**src/hw/rtl/vcs_pkg.sv**
```systemverilog
// ============================================================================
// vcs_pkg
// Shared types and constants of the velocity command smoother.
// ============================================================================
package vcs_pkg;

    localparam int VEL_BITS   = 16;
    localparam int STAMP_BITS = 32;
    localparam int CFG_IDX_W  = 2;
    localparam int CFG_DATA_W = 16;

    typedef enum logic [CFG_IDX_W-1:0] {
        REG_RING_CAPACITY = 2'd0,
        REG_EXPIRY_TICKS  = 2'd1,
        REG_SILENCE_TICKS = 2'd2,
        REG_STEP_LIMIT    = 2'd3
    } t_cfg_reg;

    localparam logic [4:0]  CAP_RESET     = 5'd12;
    localparam logic [15:0] EXPIRY_RESET  = 16'd120;
    localparam logic [15:0] SILENCE_RESET = 16'd3;
    localparam logic [14:0] STEP_RESET    = 15'd1229;

    typedef struct packed {
        logic [STAMP_BITS-1:0]      tick_time;
        logic                       new_command;
        logic signed [VEL_BITS-1:0] cmd_vx;
        logic signed [VEL_BITS-1:0] cmd_vy;
        logic signed [VEL_BITS-1:0] cmd_wz;
    } t_in_item;

    typedef struct packed {
        logic signed [VEL_BITS-1:0] out_vx;
        logic signed [VEL_BITS-1:0] out_vy;
        logic signed [VEL_BITS-1:0] out_wz;
    } t_out_item;

    typedef enum logic [3:0] {
        S_CLEAR,
        S_IDLE,
        S_DROP_RD,
        S_DROP_CHK,
        S_REFILL,
        S_PUSH,
        S_STAMP_RD,
        S_STAMP_CHK,
        S_SUM,
        S_DEV,
        S_DIV_GO,
        S_DIV_WAIT,
        S_FINISH
    } t_state;

endpackage

```
**src/hw/rtl/vcs_ram.sv**
```systemverilog
// ============================================================================
// vcs_ram
// Generic single-write, single-read RAM with registered read data.
// ============================================================================
module vcs_ram #(
    parameter int WIDTH = 80,
    parameter int DEPTH = 16
) (
    input  logic                     i_clk,
    input  logic                     i_we,
    input  logic [$clog2(DEPTH)-1:0] i_waddr,
    input  logic [WIDTH-1:0]         i_wdata,
    input  logic [$clog2(DEPTH)-1:0] i_raddr,
    output logic [WIDTH-1:0]         o_rdata
);
    logic [WIDTH-1:0] mem [DEPTH];

    always_ff @(posedge i_clk) begin
        if (i_we) begin
            mem[i_waddr] <= i_wdata;
        end
        o_rdata <= mem[i_raddr];
    end
endmodule

```
**src/hw/rtl/vcs_div.sv**
```systemverilog
// ============================================================================
// vcs_div
// Restoring unsigned divider, one quotient bit per cycle.
// ============================================================================
module vcs_div #(
    parameter int NW = 22,
    parameter int DW = 6
) (
    input  logic          i_clk,
    input  logic          i_rst_n,
    input  logic          i_start,
    input  logic [NW-1:0] i_num,
    input  logic [DW-1:0] i_den,
    output logic          o_done,
    output logic [NW-1:0] o_quot
);
    localparam int KW = $clog2(NW + 1);

    logic [DW:0]   r_rem;
    logic [NW-1:0] r_q;
    logic [DW-1:0] r_den;
    logic [KW-1:0] r_cnt;
    logic          r_busy;
    logic          r_done;
    logic [DW:0]   rem_sh;

    assign rem_sh = {r_rem[DW-1:0], r_q[NW-1]};

    always_ff @(posedge i_clk) begin
        if (!i_rst_n) begin
            r_busy <= 1'b0;
            r_done <= 1'b0;
            r_cnt  <= '0;
        end else begin
            r_done <= 1'b0;
            if (i_start) begin
                r_busy <= 1'b1;
                r_cnt  <= KW'(NW);
                r_rem  <= '0;
                r_q    <= i_num;
                r_den  <= i_den;
            end else if (r_busy) begin
                if (rem_sh >= {1'b0, r_den}) begin
                    r_rem <= rem_sh - {1'b0, r_den};
                    r_q   <= {r_q[NW-2:0], 1'b1};
                end else begin
                    r_rem <= rem_sh;
                    r_q   <= {r_q[NW-2:0], 1'b0};
                end
                r_cnt <= r_cnt - 1'b1;
                if (r_cnt == KW'(1)) begin
                    r_busy <= 1'b0;
                    r_done <= 1'b1;
                end
            end
        end
    end

    assign o_done = r_done;
    assign o_quot = r_q;
endmodule

```
**src/hw/rtl/velocity_command_smoother.sv**
```systemverilog
// ============================================================================
// velocity_command_smoother
// Trimmed-mean smoother with step clamp for planar velocity commands.
// ============================================================================
// One input transfer per control tick. The ring of timestamped commands lives
// in one RAM (registered read), walked by a sequencer: expired entries are
// dropped oldest first (a read state and a check state per entry), pushes and
// zero refills write one entry at a time, then two pipelined passes over the
// ring form the sum and find the outlier of each axis, and three divider
// lanes give the rounded mean; a ring of one entry skips the second pass and
// the division. A tick that neither emits nor feeds zeros is taken in S_IDLE
// and does not start the sequencer. After reset and after every ring_capacity
// write the RAM is cleared entry by entry, during which no input is taken
// (configuration still is). The result register lets a new tick enter while
// a result waits to be taken.
// ============================================================================
module velocity_command_smoother #(
    parameter int RING_DEPTH = 16
) (
    input  logic                            i_clk,
    input  logic                            i_rst_n,
    input  logic                            i_in_valid,
    output logic                            o_in_ready,
    input  vcs_pkg::t_in_item               i_in,
    output logic                            o_out_valid,
    input  logic                            i_out_ready,
    output vcs_pkg::t_out_item              o_out,
    input  logic                            i_cfg_valid,
    output logic                            o_cfg_ready,
    input  logic [vcs_pkg::CFG_IDX_W-1:0]   i_cfg_index,
    input  logic [vcs_pkg::CFG_DATA_W-1:0]  i_cfg_data
);
    localparam int VB  = vcs_pkg::VEL_BITS;
    localparam int TB  = vcs_pkg::STAMP_BITS;
    localparam int AW  = $clog2(RING_DEPTH);
    localparam int CW  = $clog2(RING_DEPTH + 1);
    localparam int SW  = VB + CW;          // axis sum
    localparam int DVW = SW + 2;           // deviation |sum - n*x|
    localparam int NW  = SW + 1;           // divider numerator
    localparam int DW  = CW + 1;           // divider denominator
    localparam int EW  = VB + 3;           // clamp arithmetic
    localparam int RW  = 3 * VB + TB;      // RAM word: vx, vy, wz, stamp

    // ---------------- registers ----------------
    vcs_pkg::t_state r_state, n_state;

    logic [4:0]       r_cap;
    logic [15:0]      r_expiry, r_silence;
    logic [14:0]      r_step;
    logic [AW-1:0]    r_head, n_head;
    logic [CW-1:0]    r_fill, n_fill;
    logic [CW-1:0]    r_cnt, n_cnt;
    logic [CW-1:0]    r_pcnt, n_pcnt;
    logic [TB-1:0]    r_now, n_now;
    logic [TB-1:0]    r_last_emit, n_last_emit;
    logic             r_silent, n_silent;
    logic             r_emit, n_emit;
    logic             r_clamp, n_clamp;
    logic             r_have, n_have;
    logic             r_rd_vld, n_rd_vld;
    logic             r_first, n_first;
    logic             r_out_valid, n_out_valid;
    logic signed [VB-1:0]  r_last_cmd [3], n_last_cmd [3];
    logic signed [VB-1:0]  r_prev [3], n_prev [3];
    logic signed [VB-1:0]  r_out [3], n_out [3];
    logic signed [VB-1:0]  r_far [3], n_far [3];
    logic signed [SW-1:0]  r_sum [3], n_sum [3];
    logic [DVW-1:0]        r_best [3], n_best [3];
    logic signed [VB:0]    r_mean [3], n_mean [3];
    logic                  r_neg [3], n_neg [3];

    // ---------------- RAM ----------------
    logic          ram_we;
    logic [AW-1:0] ram_waddr, ram_raddr;
    logic [RW-1:0] ram_wdata, ram_rdata;

    vcs_ram #(.WIDTH(RW), .DEPTH(RING_DEPTH)) u_ram (
        .i_clk   (i_clk),
        .i_we    (ram_we),
        .i_waddr (ram_waddr),
        .i_wdata (ram_wdata),
        .i_raddr (ram_raddr),
        .o_rdata (ram_rdata)
    );

    // ---------------- divider lanes ----------------
    logic          div_start;
    logic [NW-1:0] div_num [3];
    logic [DW-1:0] div_den;
    logic          div_done [3];
    logic [NW-1:0] div_quot [3];

    for (genvar a = 0; a < 3; a++) begin : g_div
        vcs_div #(.NW(NW), .DW(DW)) u_div (
            .i_clk   (i_clk),
            .i_rst_n (i_rst_n),
            .i_start (div_start),
            .i_num   (div_num[a]),
            .i_den   (div_den),
            .o_done  (div_done[a]),
            .o_quot  (div_quot[a])
        );
    end

    // ---------------- helpers ----------------
    function automatic logic [AW-1:0] f_slot(input logic [AW-1:0] h, input logic [CW-1:0] i);
        logic [AW+1:0] s;
        s = (AW+2)'(h) + (AW+2)'(i);
        if (s >= (AW+2)'(RING_DEPTH)) begin
            s = s - (AW+2)'(RING_DEPTH);
        end
        return s[AW-1:0];
    endfunction

    logic [CW-1:0]  cap_eff;
    logic           in_fire, cfg_fire, cap_write;
    logic [TB-1:0]  rd_stamp;
    logic signed [VB-1:0] rd_x [3];
    logic           rd_expired;
    logic           cmd_zero;
    logic           scan_done;
    logic [CW+7:0]  div3_prod;
    logic [CW-1:0]  fill_div3;
    logic [AW-1:0]  head_dec;
    logic [CW-1:0]  fill_inc;
    logic           out_blocked;
    logic           silence_over;
    logic           last_zero;

    always_comb begin
        if (r_cap < 5'd2) begin
            cap_eff = CW'(2);
        end else if (32'(r_cap) > RING_DEPTH) begin
            cap_eff = CW'(RING_DEPTH);
        end else begin
            cap_eff = CW'(r_cap);
        end
    end

    assign o_in_ready  = (r_state == vcs_pkg::S_IDLE);
    assign o_cfg_ready = 1'b1;
    assign in_fire     = i_in_valid && o_in_ready;
    assign cfg_fire    = i_cfg_valid;
    assign cap_write   = cfg_fire && (i_cfg_index == vcs_pkg::REG_RING_CAPACITY);

    assign rd_stamp   = ram_rdata[TB-1:0];
    assign rd_x[0]    = ram_rdata[TB+2*VB +: VB];
    assign rd_x[1]    = ram_rdata[TB+VB +: VB];
    assign rd_x[2]    = ram_rdata[TB +: VB];
    assign rd_expired = (r_now - rd_stamp) >= {16'd0, r_expiry};

    assign last_zero  = (r_last_cmd[0] == '0) && (r_last_cmd[1] == '0) && (r_last_cmd[2] == '0);
    assign cmd_zero   = r_silent || last_zero;
    assign scan_done  = (r_cnt == r_fill) && !r_rd_vld;

    // floor(fill/3) by reciprocal, exact for fill below 256
    assign div3_prod  = (CW+8)'(r_fill) * (CW+8)'(171);
    assign fill_div3  = CW'(div3_prod >> 9);

    assign head_dec   = (r_head == '0) ? AW'(RING_DEPTH - 1) : r_head - 1'b1;
    assign fill_inc   = (r_fill < cap_eff) ? r_fill + 1'b1 : r_fill;
    assign out_blocked  = r_emit && r_out_valid && !i_out_ready;
    assign silence_over = (i_in.tick_time - r_last_emit) > {16'd0, r_silence};

    // ---------------- next state ----------------
    always_comb begin
        n_state = r_state;
        unique case (r_state)
            vcs_pkg::S_CLEAR: begin
                if (r_cnt == CW'(RING_DEPTH - 1)) n_state = vcs_pkg::S_IDLE;
            end
            vcs_pkg::S_IDLE: begin
                if (in_fire && (i_in.new_command || silence_over || last_zero)) begin
                    n_state = vcs_pkg::S_DROP_RD;
                end
            end
            vcs_pkg::S_DROP_RD: begin
                n_state = (r_fill == '0) ? vcs_pkg::S_REFILL : vcs_pkg::S_DROP_CHK;
            end
            vcs_pkg::S_DROP_CHK: begin
                n_state = rd_expired ? vcs_pkg::S_DROP_RD : vcs_pkg::S_PUSH;
            end
            vcs_pkg::S_REFILL: begin
                if (r_pcnt == '0) n_state = vcs_pkg::S_PUSH;
            end
            vcs_pkg::S_PUSH: begin
                if (r_pcnt == '0) n_state = vcs_pkg::S_STAMP_RD;
            end
            vcs_pkg::S_STAMP_RD: begin
                n_state = (r_have && r_fill > CW'(2)) ? vcs_pkg::S_STAMP_CHK
                                                       : vcs_pkg::S_SUM;
            end
            vcs_pkg::S_STAMP_CHK: n_state = vcs_pkg::S_SUM;
            vcs_pkg::S_SUM: begin
                if (scan_done) begin
                    n_state = (r_fill == CW'(1)) ? vcs_pkg::S_FINISH : vcs_pkg::S_DEV;
                end
            end
            vcs_pkg::S_DEV: begin
                if (scan_done) n_state = vcs_pkg::S_DIV_GO;
            end
            vcs_pkg::S_DIV_GO:   n_state = vcs_pkg::S_DIV_WAIT;
            vcs_pkg::S_DIV_WAIT: begin
                if (div_done[0]) n_state = vcs_pkg::S_FINISH;
            end
            vcs_pkg::S_FINISH: begin
                if (!out_blocked) n_state = vcs_pkg::S_IDLE;
            end
            default: n_state = vcs_pkg::S_CLEAR;
        endcase
        // a capacity write restarts the clearing pass
        if (cap_write) n_state = vcs_pkg::S_CLEAR;
    end

    // ---------------- datapath ----------------
    logic signed [DVW-1:0] dv_prod, dv_diff;
    logic [DVW-1:0]        dv_abs;
    logic signed [SW:0]    md_num;
    logic [SW:0]           md_mag;
    logic signed [EW-1:0]  cl_r, cl_p, cl_d, cl_lim;

    always_comb begin
        n_head      = r_head;
        n_fill      = r_fill;
        n_cnt       = r_cnt;
        n_pcnt      = r_pcnt;
        n_now       = r_now;
        n_last_emit = r_last_emit;
        n_silent    = r_silent;
        n_emit      = r_emit;
        n_clamp     = r_clamp;
        n_have      = r_have;
        n_rd_vld    = 1'b0;
        n_first     = r_first;
        n_out_valid = r_out_valid && !i_out_ready;
        n_last_cmd  = r_last_cmd;
        n_prev      = r_prev;
        n_out       = r_out;
        n_far       = r_far;
        n_sum       = r_sum;
        n_best      = r_best;
        n_mean      = r_mean;
        n_neg       = r_neg;
        ram_we      = 1'b0;
        ram_waddr   = head_dec;
        ram_wdata   = {r_silent ? (3*VB)'(0) : {r_last_cmd[0], r_last_cmd[1], r_last_cmd[2]},
                       r_now};
        ram_raddr   = f_slot(r_head, r_cnt);
        div_start   = 1'b0;
        div_den     = {r_fill - 1'b1, 1'b0};
        dv_prod     = '0;
        dv_diff     = '0;
        dv_abs      = '0;
        md_num      = '0;
        md_mag      = '0;
        cl_r        = '0;
        cl_p        = '0;
        cl_d        = '0;
        cl_lim      = EW'(r_step);
        for (int a = 0; a < 3; a++) begin
            div_num[a] = '0;
        end

        unique case (r_state)
            vcs_pkg::S_CLEAR: begin
                ram_we    = 1'b1;
                ram_waddr = r_cnt[AW-1:0];
                ram_wdata = '0;
                n_cnt     = r_cnt + 1'b1;
                n_head    = '0;
                n_fill    = cap_eff;
            end
            vcs_pkg::S_IDLE: begin
                if (in_fire) begin
                    n_now = i_in.tick_time;
                    if (i_in.new_command) begin
                        n_last_cmd[0] = i_in.cmd_vx;
                        n_last_cmd[1] = i_in.cmd_vy;
                        n_last_cmd[2] = i_in.cmd_wz;
                        n_last_emit   = i_in.tick_time;
                        n_silent      = 1'b0;
                        n_emit        = 1'b1;
                    end else if (silence_over) begin
                        n_silent = 1'b1;
                        n_emit   = 1'b0;
                    end else begin
                        n_silent = 1'b0;
                        n_emit   = 1'b1;
                    end
                end
            end
            vcs_pkg::S_DROP_RD: begin
                // read the oldest entry; empty ring means everything expired
                ram_raddr = f_slot(r_head, r_fill - 1'b1);
                if (r_fill == '0) n_pcnt = cap_eff;
            end
            vcs_pkg::S_DROP_CHK: begin
                if (rd_expired) begin
                    n_fill = r_fill - 1'b1;
                end else begin
                    n_pcnt = cmd_zero ? fill_div3 : CW'(1);
                end
            end
            vcs_pkg::S_REFILL: begin
                if (r_pcnt == '0) begin
                    n_pcnt = CW'(1);
                end else begin
                    ram_we    = 1'b1;
                    ram_wdata = {(3*VB)'(0), r_now};
                    n_head    = head_dec;
                    n_fill    = fill_inc;
                    n_pcnt    = r_pcnt - 1'b1;
                end
            end
            vcs_pkg::S_PUSH: begin
                if (r_pcnt != '0) begin
                    ram_we = 1'b1;
                    n_head = head_dec;
                    n_fill = fill_inc;
                    n_pcnt = r_pcnt - 1'b1;
                end
            end
            vcs_pkg::S_STAMP_RD: begin
                ram_raddr = f_slot(r_head, CW'(2));
                n_clamp   = 1'b0;
                n_cnt     = '0;
                for (int a = 0; a < 3; a++) n_sum[a] = '0;
            end
            vcs_pkg::S_STAMP_CHK: begin
                n_clamp = (rd_stamp != r_now);
            end
            vcs_pkg::S_SUM: begin
                if (r_cnt != r_fill) begin
                    n_cnt    = r_cnt + 1'b1;
                    n_rd_vld = 1'b1;
                end
                if (r_rd_vld) begin
                    for (int a = 0; a < 3; a++) n_sum[a] = r_sum[a] + SW'(rd_x[a]);
                end
                if (scan_done) begin
                    n_cnt   = '0;
                    n_first = 1'b1;
                    for (int a = 0; a < 3; a++) n_mean[a] = (VB+1)'(r_sum[a]);
                end
            end
            vcs_pkg::S_DEV: begin
                if (r_cnt != r_fill) begin
                    n_cnt    = r_cnt + 1'b1;
                    n_rd_vld = 1'b1;
                end
                if (r_rd_vld) begin
                    n_first = 1'b0;
                    for (int a = 0; a < 3; a++) begin
                        dv_prod = DVW'($signed({1'b0, r_fill})) * DVW'(rd_x[a]);
                        dv_diff = DVW'(r_sum[a]) - dv_prod;
                        dv_abs  = dv_diff[DVW-1] ? DVW'(-dv_diff) : DVW'(dv_diff);
                        // strict compare keeps the newest sample on a tie
                        if (r_first || dv_abs > r_best[a]) begin
                            n_best[a] = dv_abs;
                            n_far[a]  = rd_x[a];
                        end
                    end
                end
            end
            vcs_pkg::S_DIV_GO: begin
                div_start = 1'b1;
                for (int a = 0; a < 3; a++) begin
                    md_num     = (SW+1)'(r_sum[a]) - (SW+1)'(r_far[a]);
                    md_mag     = md_num[SW] ? (SW+1)'(-md_num) : (SW+1)'(md_num);
                    n_neg[a]   = md_num[SW];
                    div_num[a] = NW'({md_mag, 1'b0}) + NW'(r_fill - 1'b1);
                end
            end
            vcs_pkg::S_DIV_WAIT: begin
                if (div_done[0]) begin
                    for (int a = 0; a < 3; a++) begin
                        n_mean[a] = r_neg[a] ? -$signed((VB+1)'(div_quot[a]))
                                             : $signed((VB+1)'(div_quot[a]));
                    end
                end
            end
            vcs_pkg::S_FINISH: begin
                if (!out_blocked) begin
                    for (int a = 0; a < 3; a++) begin
                        cl_r = EW'(r_mean[a]);
                        cl_p = EW'(r_prev[a]);
                        cl_d = cl_r - cl_p;
                        if (r_clamp && cl_d > cl_lim) begin
                            cl_r = cl_p + cl_lim;
                        end else if (r_clamp && cl_d < -cl_lim) begin
                            cl_r = cl_p - cl_lim;
                        end
                        if (cl_r > EW'(2**(VB-1) - 1)) begin
                            cl_r = EW'(2**(VB-1) - 1);
                        end else if (cl_r < -EW'(2**(VB-1))) begin
                            cl_r = -EW'(2**(VB-1));
                        end
                        n_prev[a] = VB'(cl_r);
                        if (r_emit) n_out[a] = VB'(cl_r);
                    end
                    n_have = 1'b1;
                    if (r_emit) n_out_valid = 1'b1;
                end
            end
            default: begin
            end
        endcase

        if (cap_write) begin
            n_cnt = '0;
        end
    end

    // ---------------- registers ----------------
    always_ff @(posedge i_clk) begin
        if (!i_rst_n) begin
            r_state     <= vcs_pkg::S_CLEAR;
            r_cap       <= vcs_pkg::CAP_RESET;
            r_expiry    <= vcs_pkg::EXPIRY_RESET;
            r_silence   <= vcs_pkg::SILENCE_RESET;
            r_step      <= vcs_pkg::STEP_RESET;
            r_cnt       <= '0;
            r_head      <= '0;
            r_fill      <= '0;
            r_pcnt      <= '0;
            r_last_emit <= '0;
            r_have      <= 1'b0;
            r_rd_vld    <= 1'b0;
            r_out_valid <= 1'b0;
            r_silent    <= 1'b0;
            r_emit      <= 1'b0;
            r_clamp     <= 1'b0;
            r_first     <= 1'b0;
            for (int a = 0; a < 3; a++) begin
                r_last_cmd[a] <= '0;
                r_prev[a]     <= '0;
            end
        end else begin
            r_state     <= n_state;
            r_cnt       <= n_cnt;
            r_head      <= n_head;
            r_fill      <= n_fill;
            r_pcnt      <= n_pcnt;
            r_last_emit <= n_last_emit;
            r_have      <= n_have;
            r_rd_vld    <= n_rd_vld;
            r_out_valid <= n_out_valid;
            r_silent    <= n_silent;
            r_emit      <= n_emit;
            r_clamp     <= n_clamp;
            r_first     <= n_first;
            r_last_cmd  <= n_last_cmd;
            r_prev      <= n_prev;
            if (cfg_fire) begin
                unique case (vcs_pkg::t_cfg_reg'(i_cfg_index))
                    vcs_pkg::REG_RING_CAPACITY: r_cap     <= i_cfg_data[4:0];
                    vcs_pkg::REG_EXPIRY_TICKS:  r_expiry  <= i_cfg_data;
                    vcs_pkg::REG_SILENCE_TICKS: r_silence <= i_cfg_data;
                    vcs_pkg::REG_STEP_LIMIT:    r_step    <= i_cfg_data[14:0];
                    default: begin
                    end
                endcase
            end
        end
    end

    // payload registers, no reset
    always_ff @(posedge i_clk) begin
        r_now  <= n_now;
        r_out  <= n_out;
        r_far  <= n_far;
        r_sum  <= n_sum;
        r_best <= n_best;
        r_mean <= n_mean;
        r_neg  <= n_neg;
    end

    assign o_out_valid   = r_out_valid;
    assign o_out.out_vx  = r_out[0];
    assign o_out.out_vy  = r_out[1];
    assign o_out.out_wz  = r_out[2];
endmodule

```
**config.mk**
```make
export PLATFORM = sky130hd
export DESIGN_NAME = velocity_command_smoother
export DESIGN_NICKNAME = d
export VERILOG_FILES = /design/src/hw/rtl/vcs_pkg.sv /design/src/hw/rtl/vcs_ram.sv /design/src/hw/rtl/vcs_div.sv /design/src/hw/rtl/velocity_command_smoother.sv
export SDC_FILE = /design/constraint.sdc
export NUM_CORES = 2
export LEC_CHECK = 0
export BUFFER_PORTS_ARGS = -buffer_cell sky130_fd_sc_hd__buf_2
export CAP_MARGIN = 30
export CORE_AREA = 2 2 451 453
export DETAILED_ROUTE_END_ITERATION = 12
export DIE_AREA = 0 0 453 455
export GPL_TIMING_DRIVEN = 1
export PLACE_DENSITY = 0.76
export SYNTH_ARGS = -nofsm -noshare
export SYNTH_HDL_FRONTEND = slang
export SYNTH_SLANG_ARGS = --single-unit
```
**constraint.sdc**
```tcl
create_clock -name i_clk -period 9.5 [get_ports i_clk]
set_clock_uncertainty 0.15 [all_clocks]
set_input_delay 0.95 -clock i_clk [delete_from_list [all_inputs] [get_ports i_clk]]
set_output_delay 0.95 -clock i_clk [all_outputs]
set_load 0.02 [all_outputs]
```
## Word level (Yosys, flattened, before mapping)

Memories as Yosys holds them, arrays and structs flattened. A register that Yosys moved wholly into a read port is not among the register bits.
Index checks and enable logic that the tools add are counted.

| storage, ports and cells | value |
|---|---|
| bits in registers | 632 |
| bits in writable memories | 1280 |
| bits of input ports | 104 |
| output and inout port bits | 51 |
| word-level logic and storage cells | 377 |
| memories kept | 1 |

| operators by class | value |
|---|---|
| add/subtract/negate cells | 51 |
| $mul | 4 |
| $lt $le $gt $ge | 27 |
| eq/ne operators | 38 |
| mux-type cells | 123 |
| bitwise operators | 3 |
| reduce and logical (&&, ||, !) cells | 71 |

Memory list:

| memory | words | width | rd ports | clocked after Yosys merged registers in | wr ports | RTL line | text |
|---|---|---|---|---|---|---|---|
| u_ram.mem | 16 | 80 | 1 | 1 | 1 | vcs_ram.sv:16 | `logic [WIDTH-1:0] mem [DEPTH];` |

Operator list:

| operator | number |
|---|---|
| 19-bit 2-to-1 mux | 12 |
| 80-bit one-hot mux with 2 select lines | 1 |
| 22-bit 2-to-1 mux | 6 |
| 63-bit one-hot mux with 2 select lines | 1 |
| 51-bit 2-to-1 mux | 2 |
| 51-bit one-hot mux with 2 select lines | 1 |
| 16-bit 2-to-1 mux | 6 |
| 5-bit 2-to-1 mux | 18 |
| 80-bit 2-to-1 mux | 1 |
| 23-bit greater-than comparator | 3 |
| 23-bit 2-to-1 mux | 3 |
| 23-bit negation | 3 |
| 21-bit by 22-bit subtractor with 23-bit output | 3 |
| 4-bit 2-to-1 mux | 17 |
| 22-bit adder | 3 |
| 6-bit by 16-bit multiplier with 22-bit output | 3 |
| 66-bit 2-to-1 mux | 1 |
| 21-bit by 16-bit subtractor with 22-bit output | 3 |
| 32-bit subtractor | 2 |
| 21-bit by 16-bit adder with 21-bit output | 3 |
| 21-bit 2-to-1 mux | 3 |
| 63-bit 2-to-1 mux | 1 |
| 21-bit negation | 3 |
| 5-bit one-hot mux with 4 select lines | 3 |
| 67 further kinds | 215 |

## Logic depth before layout (Yosys ltp)

| logic depth | value |
|---|---|
| depth after elaboration | 10 |
| depth in mapped cells | 39 |
| gate-level depth less buffers | 35 |

## Cells and area by module

From an unflattened synthesis, not the netlist that was laid out.

| second synthesis, totals | value |
|---|---|
| cells, all modules | 9646 |
| area, all modules | 114725.0 um^2 |

By module, submodules not included:

| module | times used | cells an instance | area each (um^2) | sequential area each (um^2) |
|---|---|---|---|---|
| velocity_command_smoother | 1 | 7169 | 59405.7 | 13633.1 |
| vcs_ram | 1 | 2054 | 49422.4 | 40038.4 |
| vcs_div | 3 | 141 | 1965.6 | 1161.1 |

## Least setup slack after synthesis

Ideal clock, no wire load.

| path | value |
|---|---|
| path type | register -> register |
| start point | reg r_fill[2] |
| end point | reg r_best[23] (netlist name) (enable) |
| setup time | 0.484 ns |
| arrival time | 9.428 ns |
| data required time | 8.866 ns |
| slack | -0.562 ns |
| cell stages (with the launch flop) | 37 |
| path buffers | 4 |
| clock period less this slack | 10.062 ns |
| cell sequence | dfxtp_1 clkbuf_1 clkbuf_1 clkbuf_1 and2_1 fa_1 fa_1 inv_1 fa_1 inv_1 fa_1 inv_1 ha_1 o21a_1 o21a_1 o2111ai_1 a21oi_1 nor3b_1 o41a_1 o21bai_1 a21oi_1 xor2_1 clkbuf_1 o21ai_0 ha_1 nor2b_1 o21a_1 o21a_1 o21a_1 o21ai_0 nand2b_1 a21oi_1 o21ai_0 a21oi_1 o21ai_0 a2111oi_0 nor3_1 |

| between the ends | value |
|---|---|
| word-level cells in the longest chain between the ends | 7 |

RTL lines:

| what | RTL line | text |
|---|---|---|
| start: declaration | velocity_command_smoother.sv:51 | `logic [CW-1:0] r_fill, n_fill;` |
| start signal: assignment | velocity_command_smoother.sv:442 | `r_fill <= n_fill;` |
| 6-bit by 16-bit multiplier with 22-bit output (*) | velocity_command_smoother.sv:354 | `dv_prod = DVW'($signed({1'b0, r_fill})) * DVW'(rd_x[a]);` |
| 21-bit by 22-bit subtractor with 23-bit output (*) | velocity_command_smoother.sv:355 | `dv_diff = DVW'(r_sum[a]) - dv_prod;` |
| 23-bit negation | velocity_command_smoother.sv:356 | `dv_abs = dv_diff[DVW-1] ? DVW'(-dv_diff) : DVW'(dv_diff);` |
| 23-bit 2-to-1 mux (*) | velocity_command_smoother.sv:356 |  |
| 23-bit greater-than comparator (*) | velocity_command_smoother.sv:358 | `if (r_first \|\| dv_abs > r_best[a]) begin` |
| 1-bit logical OR (*) | velocity_command_smoother.sv:358 |  |
| 3-bit AND reduction (no source line) (*) | - |  |
| end signal: assignment | velocity_command_smoother.sv:473 | `r_best <= n_best;` |
| end: declaration | velocity_command_smoother.sv:68 | `logic [DVW-1:0] r_best [3], n_best [3];` |

Every way passes the cells marked *; elsewhere a longest branch is shown, timed or not.
A chain may end at the register's enable or synchronous reset.

## Worst setup path after layout

| path | value |
|---|---|
| start point | reg r_fill[3] |
| end point | reg r_far[7] (netlist name) (enable) |

| between the ends | value |
|---|---|
| word-level cells in the longest chain between the ends | 7 |

RTL lines:

| what | RTL line | text |
|---|---|---|
| 6-bit by 16-bit multiplier with 22-bit output (*) | velocity_command_smoother.sv:354 |  |
| 21-bit by 22-bit subtractor with 23-bit output (*) | velocity_command_smoother.sv:355 |  |
| 23-bit negation | velocity_command_smoother.sv:356 |  |
| 23-bit 2-to-1 mux (*) | velocity_command_smoother.sv:356 |  |
| 23-bit greater-than comparator (*) | velocity_command_smoother.sv:358 |  |
| 1-bit logical OR (*) | velocity_command_smoother.sv:358 |  |
| 3-bit AND reduction (no source line) (*) | - |  |
| end signal: assignment | velocity_command_smoother.sv:471 | `r_far <= n_far;` |
| end: declaration | velocity_command_smoother.sv:66 | `logic signed [VB-1:0] r_far [3], n_far [3];` |

Marks and branches as above.

==> results.ini <==
[pwr]
seqPwrFrac_pct = 41.4
p_leak_uw = 0.0487
clockPowerShare_pct = 33.9
ir_drop_mv = 0.162
power.density_nw_per_um2 = 192
power.switching_uw = 7230
combPwrFrac_pct = 24.7
p_int_uw = 16900
switching_share_pct = 30.0

[critical_path]
crit_path_end_kind = flip-flop
crit_path_start_kind = flip-flop
slowest_delay_ps = 550
crit_arrival_ps = 9320
cp_max_fo = 36
crit_family = compound AO/OA/AOI/OAI gates
worstSetupPathType = reg -> reg
crit_top_cell = o21a_1
slowest_stage = fa_1
worstPathRequired_ps = 9880
path_buf_inv = 6

[placed_design]
place_congestion = 0.961
numPortBuffers = 153
dp.cells = 12300
dp_hpwl_um = 210000

[global_routing]
grt-ovfl-total = 0
grt_pass1_wl_um = 476000
grt_pass1_vias = 79600
grt_use_total_pct = 30.2
grt_max_degree = 144
antenna_found_initial = 34

[detailed_routing]
detail-route-antenna-nets = 0
drt_first_iter_violations = 8267
wl_met2_um = 149000
dr.pass1.iters = 6
highest_layer = met5
routed_wirelength_um = 313000
post_drt_wl_per_cell_um = 24.6
vias = 79800
drc = 0
wl_met1_um = 124000
viasPerCell = 6.26
dr_wl_met3_um = 26800

[synth]
ys_types = 103
mappedNetlistArea_um2 = 114000
synthTopCellsByArea = edfxtp_1 (44%), ha_1 (8.8%), mux4_2 (6.3%), dfxtp_1 (5.4%), fa_1 (4.2%)
async_flop_share_pct = 0
yosysSeqAreaShare_pct = 49.8
syn-num-nets = 10900
yosys_warnings = 0
ys_seq_elements = 1992
yosysTopAreaCell = edfxtp_1
synth-edff-count = 1683
syn_inst = 9710
synth_top_area_share_pct = 44.3
syn_area_per_cell_um2 = 11.7
ys.flop_type = edfxtp_1

[final_layout]
fillers = 15200
layout.nets = 11000
seqCellArea_um2 = 56700
stdcell_count = 12700
multi_input_area_um2 = 53000
drive_gt1_share_pct = 10.2
synthToLayoutAreaGrowth_pct = 9.92

[timing]
fin_crit_ps = 8940
slew_headroom_pct = 24.6
drv_slew = 0
period_share_pct = 94.1
final.setup.tns_ps = 0
final_hold_viol_count = 0
rsz0062_at_grt = no
tightest_slew_ps = 1130
setup-violations-final = 0
fmax_mhz = 112

[clock_tree]
clkSinkCount = 1992
cts_made_buffers = 200
cts_setup_buffers = 0
cts_tree = done
cts-resized-gates = 0
hold_buffers = 0
cts_root_buf = clkbuf_16
clk_latency_ps = 890
clock_path_buffers = 3
htreeDepth = 4
path_clk_slew_ps = 60

[floorplan]
die_y_um = 455
die_w_um = 453
num_rows = 165
start_util_pct = 56.6
die_area_um2 = 206000
core_um2 = 201000
io_pins = 155

[job]
cap_violations = 0

[status]
outcome = completed

[min_path]
hp-class = in -> reg

## path summary, 6_finish.rpt
kind | startpoint | cells after the start | end | slack (ps)
max reg2reg | r_fill[3] | 36 | r_far[7] | 560
min | i_in[63] | 1 | r_now[14] | 150
min reg2reg | r_last_emit[22] | 2 | r_last_emit[22] | 300
max | r_fill[3] | 36 | r_far[7] | 560
## power by group through the flow
stage	Clock (uW)	Combinational, uW	Sequential, uW
after global routing	8570	6650	9970
after CTS	8240	5920	9960
after detailed placement	0	5850	10100
after floorplan	0	4420	10000
after global placement	0	5630	10100
final	8160	5960	9960
## placed cells by master (no fill, tap or decap), types with 51 or more instances in the layout
master / instances
o21a_1: 111
inv_1: 901
or3_1: 70
buf_4: 111
a21oi_1: 634
nand3_1: 91
o21bai_1: 53
and2_1: 294
xnor2_1: 315
nor2_1: 547
nor2b_1: 198
mux4_2: 320
fa_1: 239
dfxtp_1: 304
edfxtp_1: 1683
nor3_1: 149
nand2b_1: 91
o21ai_0: 452
nand4_1: 64
nand2_1: 737
a31oi_1: 55
buf_2: 153
a211oi_1: 151
clkbuf_16: 201
o31ai_1: 51
mux2i_1: 105
ha_1: 798
a21o_1: 158
xor2_1: 172
## sequential cells by signal, summed over array words and instances, names as in the netlist, 16 cells and up
| signal | count |
|---|---|
| u_ram.mem | 1280 |
| u_ram.o_rdata | 80 |
| r_best | 69 |
| g_div.u_div.o_quot | 66 |
| r_sum | 63 |
| r_mean | 51 |
| o_out | 48 |
| r_far | 48 |
| r_last_cmd | 48 |
| r_prev | 48 |
| r_last_emit | 32 |
| r_now | 32 |
| g_div.u_div.r_rem | 18 |
| r_expiry | 16 |
| r_silence | 16 |
## area by class of cell
cell class / instances / share of cell area (%)
diodes: 10 / 0.0200
clock buffers: 239 / 4.17
clock inverters: 141 / 1.28
inverters: 907 / 2.72
multi-input cells: 6497 / 42.3
flip-flops and latches: 1992 / 45.3
well taps: 2672 / 2.67
repair buffers: 285 / 1.59
## metrics by stage
| step | power (uW) | utilization, % | worst slack, ps | instance area (um2) | hold slack (ps) |
|---|---|---|---|---|---|
| after floorplan | 14500 | - | 243 | 114000 | 284 |
| after global placement | 15700 | 58.7 | 775 | 118000 | 292 |
| after detailed placement | 16000 | 58.8 | 621 | 118000 | 297 |
| after CTS | 24100 | 62.2 | 522 | 125000 | 114 |
| after global routing | 25200 | 62.2 | 136 | 125000 | 135 |
| final | 24100 | 62.3 | 560 | 125000 | 152 |
## cells in the mapped netlist (27+ instances only)
| cell type | n |
|---|---|
| buf_1 | 40 |
| o21ai_0 | 453 |
| mux2i_1 | 106 |
| a221oi_1 | 30 |
| xor2_1 | 173 |
| inv_1 | 902 |
| a21oi_1 | 635 |
| and2_1 | 295 |
| or2_2 | 27 |
| dfxtp_1 | 309 |
| nand2_1 | 739 |
| a31oi_1 | 58 |
| nand2b_1 | 92 |
| mux4_2 | 320 |
| nor2b_1 | 198 |
| nand3_1 | 92 |
| o21bai_1 | 53 |
| xnor2_1 | 315 |
| nand4_1 | 64 |
| o31a_1 | 28 |
| a21o_1 | 158 |
| nor3_1 | 151 |
| o31ai_1 | 51 |
| a211oi_1 | 151 |
| edfxtp_1 | 1683 |
| nor2_1 | 569 |
| and3_1 | 42 |
| clkbuf_1 | 266 |
| ha_1 | 798 |
| fa_1 | 239 |
| o21a_1 | 111 |
| nor4_1 | 37 |
| o211ai_1 | 44 |
| or3_1 | 70 |
## kinds of logic after synthesis
group	share of synthesized area [%]
and+or+nand+nor	10.5
AOI/OAI and AO/OA	11.6
DFF	49.8
buffers and inverters	4.04
adders and majority gates	13.0
xor gates and xnor gates	3.77
muxes	7.30
other	0.00329
## metal layers
layer / vias to the layer above / track usage, %
met5: - / 0
met3: 737 / 4.98
met1: 39400 / 40.3
li1: 35800 / -
met4: 14 / 12.0
met2: 3830 / 49.5
Power figures use the tool's default switching activity.
